<file path="config.mk">
export PLATFORM = sky130hd
export DESIGN_NAME = intrusion_alarm_controller_flat
export DESIGN_NICKNAME = d
export VERILOG_FILES = /design/src/sv/iac_pkg.sv /design/src/sv/iac_in_if.sv /design/src/sv/iac_out_if.sv /design/src/sv/iac_cfg_if.sv /design/src/sv/iac_cfg_regs.sv /design/src/sv/iac_core.sv /design/src/sv/iac_sec_div.sv /design/src/sv/intrusion_alarm_controller.sv /design/src/flat_wrapper.sv
export SDC_FILE = /design/constraint.sdc
export NUM_CORES = 2
export LEC_CHECK = 0
export BUFFER_PORTS_ARGS = -buffer_cell sky130_fd_sc_hd__buf_2
export CAP_MARGIN = 20
export CORE_UTILIZATION = 55
export DETAILED_ROUTE_END_ITERATION = 12
export PLACE_DENSITY = 0.77
export REMOVE_ABC_BUFFERS = 1
export SETUP_SLACK_MARGIN = 0.4
export SYNTH_ARGS = -nofsm -noshare
export SYNTH_HDL_FRONTEND = slang
export SYNTH_SLANG_ARGS = --single-unit
export TNS_END_PERCENT = 5
</file>
<file path="constraint.sdc">
create_clock -name clk -period 12.85 [get_ports clk]
set_clock_uncertainty 0.2 [all_clocks]
set_input_delay 1.9275 -clock clk [delete_from_list [all_inputs] [get_ports clk]]
set_output_delay 1.9275 -clock clk [all_outputs]
set_load 0.05 [all_outputs]
</file>
<file path="src/sv/iac_pkg.sv">
// iac_pkg: shared widths, constants, register codes and stage types of the
// intrusion alarm controller. Used by the channel interfaces and all modules.
package iac_pkg;

  localparam int LEVEL_W = 10;
  localparam int ECHO_W  = 20;
  localparam int TIME_W  = 32;
  localparam int DIST_W  = 15;
  localparam int SECS_W  = 23;

  localparam int MTHR_W  = 10;
  localparam int NTHR_W  = 9;
  localparam int HOLD_W  = 16;
  localparam int LAMP_W  = 8;
  localparam int AMAX_W  = 12;

  localparam int CFG_IDX_W  = 3;
  localparam int CFG_DATA_W = 16;

  // distance = (echo_us * 1114) >> 16, fixed-point form of echo / 58.824
  localparam int DIST_MUL_W = 11;
  localparam logic [DIST_MUL_W-1:0] DIST_MUL = 11'd1114;
  localparam int DIST_SHIFT = 16;
  localparam int DIST_PROD_W = ECHO_W + DIST_MUL_W;

  localparam int MS_PER_S = 1000;

  // floor(x / 1000) = (x * RECIP_1000) >> RECIP_SHIFT for every 32-bit x
  localparam int RECIP_W = 29;
  localparam logic [RECIP_W-1:0] RECIP_1000 = 29'd274877907;
  localparam int RECIP_SHIFT = 38;
  localparam int RECIP_PROD_W = TIME_W + RECIP_W;

  localparam logic [MTHR_W-1:0] MTHR_RST = 10'd100;
  localparam logic [NTHR_W-1:0] NTHR_RST = 9'd50;
  localparam logic [HOLD_W-1:0] HOLD_RST = 16'd2000;
  localparam logic [LAMP_W-1:0] LAMP_RST = 8'd5;
  localparam logic [AMAX_W-1:0] AMAX_RST = 12'd180;

  // whole seconds exceed L exactly when elapsed ms >= (L + 1) * 1000
  localparam logic [TIME_W-1:0] LAMP_LIM_RST = TIME_W'((5 + 1) * MS_PER_S);
  localparam logic [TIME_W-1:0] AMAX_LIM_RST = TIME_W'((180 + 1) * MS_PER_S);

  typedef enum logic [CFG_IDX_W-1:0] {
    REG_ENABLE      = 3'd0,
    REG_MOTION_THR  = 3'd1,
    REG_NEAR_THR    = 3'd2,
    REG_HOLD_MS     = 3'd3,
    REG_LAMP_OFF_S  = 3'd4,
    REG_ALARM_MAX_S = 3'd5
  } cfg_reg_t;

  typedef struct packed {
    logic              enable;
    logic [MTHR_W-1:0] motion_thr;
    logic [NTHR_W-1:0] near_thr;
    logic [HOLD_W-1:0] hold_ms;
    logic [TIME_W-1:0] lamp_lim;
    logic [TIME_W-1:0] amax_lim;
    logic              go_idle;
  } cfg_t;

  typedef struct packed {
    logic [LEVEL_W-1:0] level;
    logic [DIST_W-1:0]  dist_cm;
    logic [TIME_W-1:0]  now;
  } upd_t;

  typedef struct packed {
    logic              alarm;
    logic              bell;
    logic              shock;
    logic              lamp;
    logic [DIST_W-1:0] dist_cm;
    logic [TIME_W-1:0] elapsed;
  } stat_t;

endpackage

</file>
<file path="src/sv/iac_in_if.sv">
// iac_in_if: update channel, valid/ready with sensor reading, echo width
// and timestamp. Depends on iac_pkg.
interface iac_in_if import iac_pkg::*; ();
  logic               valid;
  logic               ready;
  logic [LEVEL_W-1:0] motion_level;
  logic [ECHO_W-1:0]  echo_us;
  logic [TIME_W-1:0]  now_ms;

  modport source(output valid, output motion_level, output echo_us, output now_ms,
                 input ready);
  modport sink(input valid, input motion_level, input echo_us, input now_ms,
               output ready);
endinterface

</file>
<file path="src/sv/iac_out_if.sv">
// iac_out_if: result channel, valid/ready with alarm drive states, distance
// and alarm seconds. Depends on iac_pkg.
interface iac_out_if import iac_pkg::*; ();
  logic              valid;
  logic              ready;
  logic              alarm_active;
  logic              bell_on;
  logic              shock_on;
  logic              lamp_on;
  logic [DIST_W-1:0] distance_cm;
  logic [SECS_W-1:0] alarm_seconds;

  modport source(output valid, output alarm_active, output bell_on, output shock_on,
                 output lamp_on, output distance_cm, output alarm_seconds,
                 input ready);
  modport sink(input valid, input alarm_active, input bell_on, input shock_on,
               input lamp_on, input distance_cm, input alarm_seconds,
               output ready);
endinterface

</file>
<file path="src/sv/iac_cfg_if.sv">
// iac_cfg_if: configuration write channel, valid/ready with register index
// and write data. Depends on iac_pkg.
interface iac_cfg_if import iac_pkg::*; ();
  logic                  valid;
  logic                  ready;
  logic [CFG_IDX_W-1:0]  index;
  logic [CFG_DATA_W-1:0] data;

  modport source(output valid, output index, output data, input ready);
  modport sink(input valid, input index, input data, output ready);
endinterface

</file>
<file path="src/sv/iac_cfg_regs.sv">
// iac_cfg_regs: configuration register file and precomputed time limits.
// Depends on iac_pkg and iac_cfg_if.
module iac_cfg_regs import iac_pkg::*; (
  input  logic      clk,
  input  logic      rst_n,
  iac_cfg_if.sink   cfg_if,
  output cfg_t      cfg
);

  logic              enable_r;
  logic [MTHR_W-1:0] motion_thr_r;
  logic [NTHR_W-1:0] near_thr_r;
  logic [HOLD_W-1:0] hold_r;
  logic [LAMP_W-1:0] lamp_off_r;
  logic [AMAX_W-1:0] alarm_max_r;
  logic [TIME_W-1:0] lamp_lim_r;
  logic [TIME_W-1:0] amax_lim_r;
  logic [TIME_W-1:0] lamp_lim_nxt;
  logic [TIME_W-1:0] amax_lim_nxt;
  logic              wr;

  assign cfg_if.ready = 1'b1;
  assign wr = cfg_if.valid;

  assign lamp_lim_nxt = (TIME_W'(lamp_off_r) + TIME_W'(1)) * TIME_W'(MS_PER_S);
  assign amax_lim_nxt = (TIME_W'(alarm_max_r) + TIME_W'(1)) * TIME_W'(MS_PER_S);

  always_ff @(posedge clk) begin
    if (!rst_n) begin
      enable_r     <= 1'b1;
      motion_thr_r <= MTHR_RST;
      near_thr_r   <= NTHR_RST;
      hold_r       <= HOLD_RST;
      lamp_off_r   <= LAMP_RST;
      alarm_max_r  <= AMAX_RST;
      lamp_lim_r   <= LAMP_LIM_RST;
      amax_lim_r   <= AMAX_LIM_RST;
    end else begin
      lamp_lim_r <= lamp_lim_nxt;
      amax_lim_r <= amax_lim_nxt;
      if (wr) begin
        case (cfg_reg_t'(cfg_if.index))
          REG_ENABLE:      enable_r     <= cfg_if.data[0];
          REG_MOTION_THR:  motion_thr_r <= cfg_if.data[MTHR_W-1:0];
          REG_NEAR_THR:    near_thr_r   <= cfg_if.data[NTHR_W-1:0];
          REG_HOLD_MS:     hold_r       <= cfg_if.data[HOLD_W-1:0];
          REG_LAMP_OFF_S:  lamp_off_r   <= cfg_if.data[LAMP_W-1:0];
          REG_ALARM_MAX_S: alarm_max_r  <= cfg_if.data[AMAX_W-1:0];
          default: ;
        endcase
      end
    end
  end

  always_comb begin
    cfg.enable     = enable_r;
    cfg.motion_thr = motion_thr_r;
    cfg.near_thr   = near_thr_r;
    cfg.hold_ms    = hold_r;
    cfg.lamp_lim   = lamp_lim_r;
    cfg.amax_lim   = amax_lim_r;
    // every write of zero to enable drops the alarm outputs to idle
    cfg.go_idle    = wr && (cfg_if.index == REG_ENABLE) && !cfg_if.data[0];
  end

endmodule

</file>
<file path="src/sv/iac_core.sv">
// iac_core: input register with distance scaling, then the per-update state
// machine of flags, stamps and drive states feeding a status register.
// Depends on iac_pkg and iac_in_if.
module iac_core import iac_pkg::*; (
  input  logic    clk,
  input  logic    rst_n,
  iac_in_if.sink  in_if,
  input  cfg_t    cfg,
  output stat_t   stat,
  output logic    stat_valid,
  input  logic    stat_take
);

  upd_t              s1_r;
  logic              s1_valid_r;
  stat_t             s2_r;
  logic              s2_valid_r;
  stat_t             s2_nxt;
  logic              s1_adv;
  logic              s2_free;
  logic              acc;
  logic [DIST_PROD_W-1:0] dist_prod;

  logic              motion_r, motion_nxt;
  logic [TIME_W-1:0] mstamp_r, mstamp_nxt;
  logic              near_r, near_nxt;
  logic [TIME_W-1:0] nstamp_r, nstamp_nxt;
  logic              alarm_r, alarm_nxt;
  logic [TIME_W-1:0] astamp_r, astamp_nxt;
  logic              shock_r, shock_nxt;
  logic              bell_r, bell_nxt;
  logic              lamp_r, lamp_nxt;
  logic [TIME_W-1:0] el_m;
  logic [TIME_W-1:0] el_n;
  logic [TIME_W-1:0] el_a;

  assign s2_free      = !s2_valid_r || stat_take;
  assign s1_adv       = s1_valid_r && s2_free;
  assign in_if.ready  = !s1_valid_r || s2_free;
  assign acc          = in_if.valid && in_if.ready;
  assign dist_prod    = DIST_PROD_W'(in_if.echo_us) * DIST_PROD_W'(DIST_MUL);

  assign el_m = s1_r.now - mstamp_r;
  assign el_n = s1_r.now - nstamp_r;

  always_comb begin
    motion_nxt = motion_r;
    mstamp_nxt = mstamp_r;
    near_nxt   = near_r;
    nstamp_nxt = nstamp_r;
    alarm_nxt  = alarm_r;
    astamp_nxt = astamp_r;
    shock_nxt  = shock_r;
    bell_nxt   = bell_r;
    lamp_nxt   = lamp_r;
    el_a       = s1_r.now - astamp_r;

    if (s1_adv && cfg.enable) begin
      if (s1_r.level > cfg.motion_thr) begin
        motion_nxt = 1'b1;
        mstamp_nxt = s1_r.now;
      end else if (el_m > TIME_W'(cfg.hold_ms)) begin
        motion_nxt = 1'b0;
      end

      if (s1_r.dist_cm < DIST_W'(cfg.near_thr)) begin
        near_nxt   = 1'b1;
        nstamp_nxt = s1_r.now;
      end else if (el_n > TIME_W'(cfg.hold_ms)) begin
        near_nxt = 1'b0;
      end

      // both detections present: latch and restart the alarm clock
      if (motion_nxt && near_nxt) begin
        alarm_nxt  = 1'b1;
        astamp_nxt = s1_r.now;
      end
      el_a = s1_r.now - astamp_nxt;

      if (alarm_nxt) begin
        bell_nxt  = 1'b1;
        shock_nxt = !shock_r;
        if (el_a >= cfg.lamp_lim) begin
          lamp_nxt = 1'b0;
        end
        if (el_a >= cfg.amax_lim) begin
          alarm_nxt = 1'b0;
          bell_nxt  = 1'b0;
          lamp_nxt  = 1'b1;
          shock_nxt = 1'b0;
        end
      end
    end

    if (cfg.go_idle) begin
      alarm_nxt = 1'b0;
      bell_nxt  = 1'b0;
      lamp_nxt  = 1'b1;
      shock_nxt = 1'b0;
    end

    s2_nxt.alarm   = alarm_nxt;
    s2_nxt.bell    = bell_nxt;
    s2_nxt.shock   = shock_nxt;
    s2_nxt.lamp    = lamp_nxt;
    s2_nxt.dist_cm = s1_r.dist_cm;
    s2_nxt.elapsed = el_a;
  end

  always_ff @(posedge clk) begin
    if (!rst_n) begin
      s1_valid_r <= 1'b0;
      s2_valid_r <= 1'b0;
      motion_r   <= 1'b0;
      mstamp_r   <= '0;
      near_r     <= 1'b0;
      nstamp_r   <= '0;
      alarm_r    <= 1'b0;
      astamp_r   <= '0;
      shock_r    <= 1'b0;
      bell_r     <= 1'b0;
      lamp_r     <= 1'b1;
    end else begin
      if (in_if.ready) begin
        s1_valid_r <= in_if.valid;
      end
      if (s2_free) begin
        s2_valid_r <= s1_valid_r;
      end
      motion_r <= motion_nxt;
      mstamp_r <= mstamp_nxt;
      near_r   <= near_nxt;
      nstamp_r <= nstamp_nxt;
      alarm_r  <= alarm_nxt;
      astamp_r <= astamp_nxt;
      shock_r  <= shock_nxt;
      bell_r   <= bell_nxt;
      lamp_r   <= lamp_nxt;
    end
  end

  always_ff @(posedge clk) begin
    if (acc) begin
      s1_r.level   <= in_if.motion_level;
      s1_r.dist_cm <= dist_prod[DIST_SHIFT +: DIST_W];
      s1_r.now     <= in_if.now_ms;
    end
    if (s1_adv) begin
      s2_r <= s2_nxt;
    end
  end

  assign stat       = s2_r;
  assign stat_valid = s2_valid_r;

endmodule

</file>
<file path="src/sv/iac_sec_div.sv">
// iac_sec_div: output register stage, turns elapsed alarm milliseconds into
// whole seconds by reciprocal multiply. Depends on iac_pkg and iac_out_if.
module iac_sec_div import iac_pkg::*; (
  input  logic      clk,
  input  logic      rst_n,
  input  stat_t     stat,
  input  logic      stat_valid,
  output logic      stat_take,
  iac_out_if.source out_if
);

  logic                    out_valid_r;
  logic                    alarm_r;
  logic                    bell_r;
  logic                    shock_r;
  logic                    lamp_r;
  logic [DIST_W-1:0]       dist_r;
  logic [SECS_W-1:0]       secs_r;
  logic [RECIP_PROD_W-1:0] prod;
  logic [SECS_W-1:0]       secs_nxt;

  assign stat_take = stat_valid && (!out_valid_r || out_if.ready);
  assign prod      = RECIP_PROD_W'(stat.elapsed) * RECIP_PROD_W'(RECIP_1000);
  assign secs_nxt  = stat.alarm ? prod[RECIP_SHIFT +: SECS_W] : '0;

  always_ff @(posedge clk) begin
    if (!rst_n) begin
      out_valid_r <= 1'b0;
    end else if (!out_valid_r || out_if.ready) begin
      out_valid_r <= stat_valid;
    end
  end

  always_ff @(posedge clk) begin
    if (stat_take) begin
      alarm_r <= stat.alarm;
      bell_r  <= stat.bell;
      shock_r <= stat.shock;
      lamp_r  <= stat.lamp;
      dist_r  <= stat.dist_cm;
      secs_r  <= secs_nxt;
    end
  end

  assign out_if.valid         = out_valid_r;
  assign out_if.alarm_active  = alarm_r;
  assign out_if.bell_on       = bell_r;
  assign out_if.shock_on      = shock_r;
  assign out_if.lamp_on       = lamp_r;
  assign out_if.distance_cm   = dist_r;
  assign out_if.alarm_seconds = secs_r;

endmodule

</file>
<file path="src/sv/intrusion_alarm_controller.sv">
// Intrusion alarm controller: takes one sensor update per clock unless stalled
// and returns one result word per update, valid on the result port once the
// accepted word has passed the input register with distance scaling, state update
// and seconds divide into the output register. Motion, near and alarm state lives
// in one register loop that closes every cycle, so back-to-back updates run at
// full rate; any stage moves forward as soon as the stage after it has room, so
// a stalled result does not block new updates until all three stages are full.
// Configuration writes are taken every cycle; new lamp and alarm time limits
// apply behind the setting and limit registers. No clearing pass after reset.
module intrusion_alarm_controller import iac_pkg::*; (
  input  logic      clk,
  input  logic      rst_n,
  iac_in_if.sink    in_if,
  iac_out_if.source out_if,
  iac_cfg_if.sink   cfg_if
);

  cfg_t  cfg;
  stat_t stat;
  logic  stat_valid;
  logic  stat_take;

  iac_cfg_regs u_cfg (
    .clk    (clk),
    .rst_n  (rst_n),
    .cfg_if (cfg_if),
    .cfg    (cfg)
  );

  iac_core u_core (
    .clk        (clk),
    .rst_n      (rst_n),
    .in_if      (in_if),
    .cfg        (cfg),
    .stat       (stat),
    .stat_valid (stat_valid),
    .stat_take  (stat_take)
  );

  iac_sec_div u_div (
    .clk        (clk),
    .rst_n      (rst_n),
    .stat       (stat),
    .stat_valid (stat_valid),
    .stat_take  (stat_take),
    .out_if     (out_if)
  );

  // a latched alarm always rings the bell
  a_bell_with_alarm: assert property (@(posedge clk) disable iff (!rst_n)
    out_if.valid && out_if.alarm_active |-> out_if.bell_on)
    else $error("alarm active without bell");

  // seconds count only while latched
  a_secs_idle: assert property (@(posedge clk) disable iff (!rst_n)
    out_if.valid && !out_if.alarm_active |-> out_if.alarm_seconds == '0)
    else $error("alarm seconds nonzero while idle");

  // lamp is dark only during an alarm
  a_lamp_dark: assert property (@(posedge clk) disable iff (!rst_n)
    out_if.valid && !out_if.lamp_on |-> out_if.alarm_active)
    else $error("lamp off without alarm");

endmodule
</file>
<file path="src/flat_wrapper.sv">
// flat-port wrapper written by rule: the top's interface ports become plain ports
module intrusion_alarm_controller_flat import iac_pkg::*;
  (clk, rst_n, in_if_valid, in_if_motion_level, in_if_echo_us, in_if_now_ms, in_if_ready, out_if_valid, out_if_alarm_active, out_if_bell_on, out_if_shock_on, out_if_lamp_on, out_if_distance_cm, out_if_alarm_seconds, out_if_ready, cfg_if_valid, cfg_if_index, cfg_if_data, cfg_if_ready);
  iac_in_if in_if_i ();
  iac_out_if out_if_i ();
  iac_cfg_if cfg_if_i ();
  input  logic clk;
  input  logic rst_n;
  input wire logic [$bits(in_if_i.valid)-1:0] in_if_valid;
  input wire logic [$bits(in_if_i.motion_level)-1:0] in_if_motion_level;
  input wire logic [$bits(in_if_i.echo_us)-1:0] in_if_echo_us;
  input wire logic [$bits(in_if_i.now_ms)-1:0] in_if_now_ms;
  output wire logic [$bits(in_if_i.ready)-1:0] in_if_ready;
  output wire logic [$bits(out_if_i.valid)-1:0] out_if_valid;
  output wire logic [$bits(out_if_i.alarm_active)-1:0] out_if_alarm_active;
  output wire logic [$bits(out_if_i.bell_on)-1:0] out_if_bell_on;
  output wire logic [$bits(out_if_i.shock_on)-1:0] out_if_shock_on;
  output wire logic [$bits(out_if_i.lamp_on)-1:0] out_if_lamp_on;
  output wire logic [$bits(out_if_i.distance_cm)-1:0] out_if_distance_cm;
  output wire logic [$bits(out_if_i.alarm_seconds)-1:0] out_if_alarm_seconds;
  input wire logic [$bits(out_if_i.ready)-1:0] out_if_ready;
  input wire logic [$bits(cfg_if_i.valid)-1:0] cfg_if_valid;
  input wire logic [$bits(cfg_if_i.index)-1:0] cfg_if_index;
  input wire logic [$bits(cfg_if_i.data)-1:0] cfg_if_data;
  output wire logic [$bits(cfg_if_i.ready)-1:0] cfg_if_ready;
  assign in_if_i.valid = in_if_valid;
  assign in_if_i.motion_level = in_if_motion_level;
  assign in_if_i.echo_us = in_if_echo_us;
  assign in_if_i.now_ms = in_if_now_ms;
  assign in_if_ready = in_if_i.ready;
  assign out_if_valid = out_if_i.valid;
  assign out_if_alarm_active = out_if_i.alarm_active;
  assign out_if_bell_on = out_if_i.bell_on;
  assign out_if_shock_on = out_if_i.shock_on;
  assign out_if_lamp_on = out_if_i.lamp_on;
  assign out_if_distance_cm = out_if_i.distance_cm;
  assign out_if_alarm_seconds = out_if_i.alarm_seconds;
  assign out_if_i.ready = out_if_ready;
  assign cfg_if_i.valid = cfg_if_valid;
  assign cfg_if_i.index = cfg_if_index;
  assign cfg_if_i.data = cfg_if_data;
  assign cfg_if_ready = cfg_if_i.ready;
  intrusion_alarm_controller u_core (.clk(clk), .rst_n(rst_n), .in_if(in_if_i), .out_if(out_if_i), .cfg_if(cfg_if_i));
endmodule
</file>
==> summary.md <==
| Metric | Value |
|---|---|
| Vias/cell | 5.57 |
| Ys Warns | 0 |
| Core area | 0.0763 mm2 |
| Slowest-stage cell, CP | nor2_4 |
| Critical Path Fanout Max | 30 |
| Core Util, Final | 60.0% |
| Clk network pwr share | 9.7% |
| Final hold viol count | 0 |
| Hold buffers post-CTS | 0 |
| CTS Buffer Depth | 3 |
| Most common cell in the netlist | inv_1 |
| Slowest stage delay, CP | 610 ps |
| Cell-internal power | 6.60 mW |
| Nets | 6013 |
| Die width | 280 um |
| Area Growth Syn to Fin | 7.50% |
| DP Worst Slack | 1980 ps |
| Final setup viols | 0 |
| Worst path bufs/invs | 3 |
| Switch share | 48.9% |
| CTS clk-pin slew, worst paths | 70 ps |
| GRT Total Usage | 27.6% |
| Clock Sinks | 349 |
| Die area | 0.0786 mm2 |
| Most instantiated cells after synthesis | inv_1, ha_1, nand2_1, fa_1, a21oi_1 |
| Final slew viol count | 0 |
| Initial antenna violation count | 2 |
| Initial core utilization | 55.8% |
| Status | finished clean |
| Chip height | 280 um |
| VDD IR max | 0.653 mV |
| Vias in the first global route | 33400 |
| CP Launch Type | register |
| Gp weighted congestion | 0.947 |
| Tcrit/Tclk final | 86.2% |
| DR iter-0 viols | 2089 |
| Setup ws final | 1770 ps |
| CP required | 12950 ps |
| Max Clock Freq | 0.0902 GHz |
| Proportion of layout cells with a drive suffix above 1 | 5.28% |
| CTS tree | done |
| FP Rows | 101 |
| WL final | 105000 um |
| Levels on crit path | 41 |
| First-pass GRT wire length | 171000 um |
| Fin Setup TNS | 0 ps |
| P_leak | 22.0 nW |
| Via count | 32300 |
| Mapped Cells | 4636 |
| Post-synth EDFFs | 150 |
| Mapped cell area | 0.0426 mm2 |
| Port bufs | 129 |
| DR WL/cell | 18.2 um |
| Remaining global-route overflow | 0 |
| CTS buffer count | 40 |
| Yosys top cell area share | 23.2% |
| Post-layout min period | 11080 ps |
| Largest net degree at the start of global routing | 96 |
| Power share of the combinational group | 78.7% |
| Post-synthesis cell type count | 71 |
| Least-Margin Pin Slew | 1120 ps |
| Power density over the cells | 282 mW/mm2 |
| Max-slew headroom | 23.5% |
| Unrepaired setup endpoints after global routing | false |
| Hold slack final | 220 ps |
| WHS Path Cells | 0 |
| # Max-Cap Violations | 0 |
| Critical path's top delay family | compound AO/OA/AOI/OAI gates |
| Top-level I/O count | 131 |
| Arr. time, crit path | 11180 ps |
| Reg power frac | 11.6% |
| Fillers | 6525 |
| Worst setup EP type | register |
| FF-to-FF path depth | 41 |
| Post-DP Area | 0.0443 mm2 |
| Post-DRT Antenna Nets | 0 |
| Yosys reg bits | 349 |
| Register area share after synthesis | 19.9% |
| Area leader, netlist | ha_1 |
| Post-CTS setup buffer count | 0 |
| Class of the tightest hold or removal check | reg -> reg |
| Commonest register cell after synthesis | dfxtp_1 |
| Synth area leaders | ha_1, fa_1, edfxtp_1, dfxtp_1, inv_1 |
| Hpwl dp | 85100 um |
| Cts repair resizes | 0 |
| H-tree depth | 2 |
| Root buffer cell | clkbuf_16 |
| Critical path class | reg -> reg |
| DRC viols | 0 |
| Pre-Repair DR Iteration Count | 6 |
| Synth async-reset ratio | 0% |
| Fin area | 0.0458 mm2 |
| Mean Syn Cell Area | 9.19 um2 |
| Switching Power | 6.33 mW |
| Skew-Pair Late Insertion Delay | 610 ps |
[metal layers]
layer	global-route usage, %	vias to the layer above	wire length [um]
met1	33.1	15600	43400
met2	50.1	767	52800
met3	3.21	220	4850
li1	-	15700	-
met5	0	-	0
met4	10.5	0	4220
[through the flow]
stage | instances | total power [mW]
6_report | 5787 | 12.9
5_1_grt | 5786 | 14.5
4_1_cts | 5785 | 12.9
3_5_place_dp | 5711 | 11.5
3_3_place_gp | 5711 | 11.3
2_1_floorplan | 4535 | 9.17
[final timing paths]
kind	slack (ps)	start	to
worst max-delay path	1770	u_core.u_core.s1_r[1]	u_core.u_core.stat[47]
worst min-delay path	220	u_core.u_core.stat[44]	u_core.u_div.out_if.distance_cm[12]
worst max register to register	1770	u_core.u_core.s1_r[1]	u_core.u_core.stat[47]
worst min register to register	220	u_core.u_core.stat[44]	u_core.u_div.out_if.distance_cm[12]
[cell families after synthesis]
logic type | Yosys count | share of synthesized area (%)
compound gates | 895 | 13.8
xor+xnor | 162 | 3.33
fa+ha+maj | 1203 | 42.6
buf+inv | 982 | 8.72
flops | 349 | 19.9
mux | 19 | 0.470
other cells | 1 | 0.00880
simple gates | 1025 | 11.2
[power groups by stage]
stage	Clock [mW]	Combinational (mW)	Sequential, mW
global placement	0	9.77	1.52
finish	1.25	10.2	1.50
global route	1.32	11.7	1.51
CTS	1.28	10.2	1.50
detailed placement	0	10.0	1.52
floorplan	0	7.61	1.56
[placed cells by master (no fill, tap or decap), types with 14 or more instances in the layout]
cell,instances
inv_1,881
ha_1,790
nand2_1,435
fa_1,413
a21oi_1,242
dfxtp_1,199
nor2_1,180
o21ai_0,152
edfxtp_1,150
buf_2,128
a21o_1,119
a21boi_0,112
xnor2_1,105
nand3_1,95
xor2_1,57
and2_1,51
nor3_1,46
clkbuf_16,43
nand2b_1,42
o21a_1,40
o211ai_1,38
nor2b_1,35
nand4_1,34
and3_1,28
a211oi_1,24
o21bai_1,20
nor4_1,17
buf_4,17
or3_1,14
a31oi_1,14
o31ai_1,14
[worst register-to-register path: cells and delay by family (launching register included)]
family          cells  cell delay (ps)
simple gates       10             2360
mux                 1              310
xor+xnor            2              360
fa+ha+maj           5             1620
buf+inv             3              360
compound gates     20             4960
flops               1              600
[flip-flops by register name (all words and copies together) (netlist names), 8 cells and up]
signal,count
u_core.u_core.nstamp_r,32
u_core.u_cfg.lamp_off_r,8
u_core.u_core.mstamp_r,32
u_core.u_div.out_if.distance_cm,15
u_core.u_cfg.alarm_max_r,12
u_core.u_core.s1_r,57
u_core.u_cfg.near_thr_r,9
u_core.u_cfg.motion_thr_r,10
u_core.u_div.out_if.alarm_seconds,23
u_core.u_cfg.hold_r,16
u_core.u_core.stat,51
u_core.u_core.astamp_r,32
u_core.u_cfg.lamp_lim_r,18
u_core.u_cfg.amax_lim_r,20
[area by class of cell]
type	instances	area, um2	area share (%)
antenna	1	2.50	0.00546
clock buffer	59	1250	2.72
clock inverter	15	229	0.500
inverter	881	3310	7.22
multi-input combinational	3305	30400	66.5
sequential	349	8490	18.5
tap	1030	1290	2.81
timing repair buffer	147	787	1.72
(Power assumes the default switching activity.)
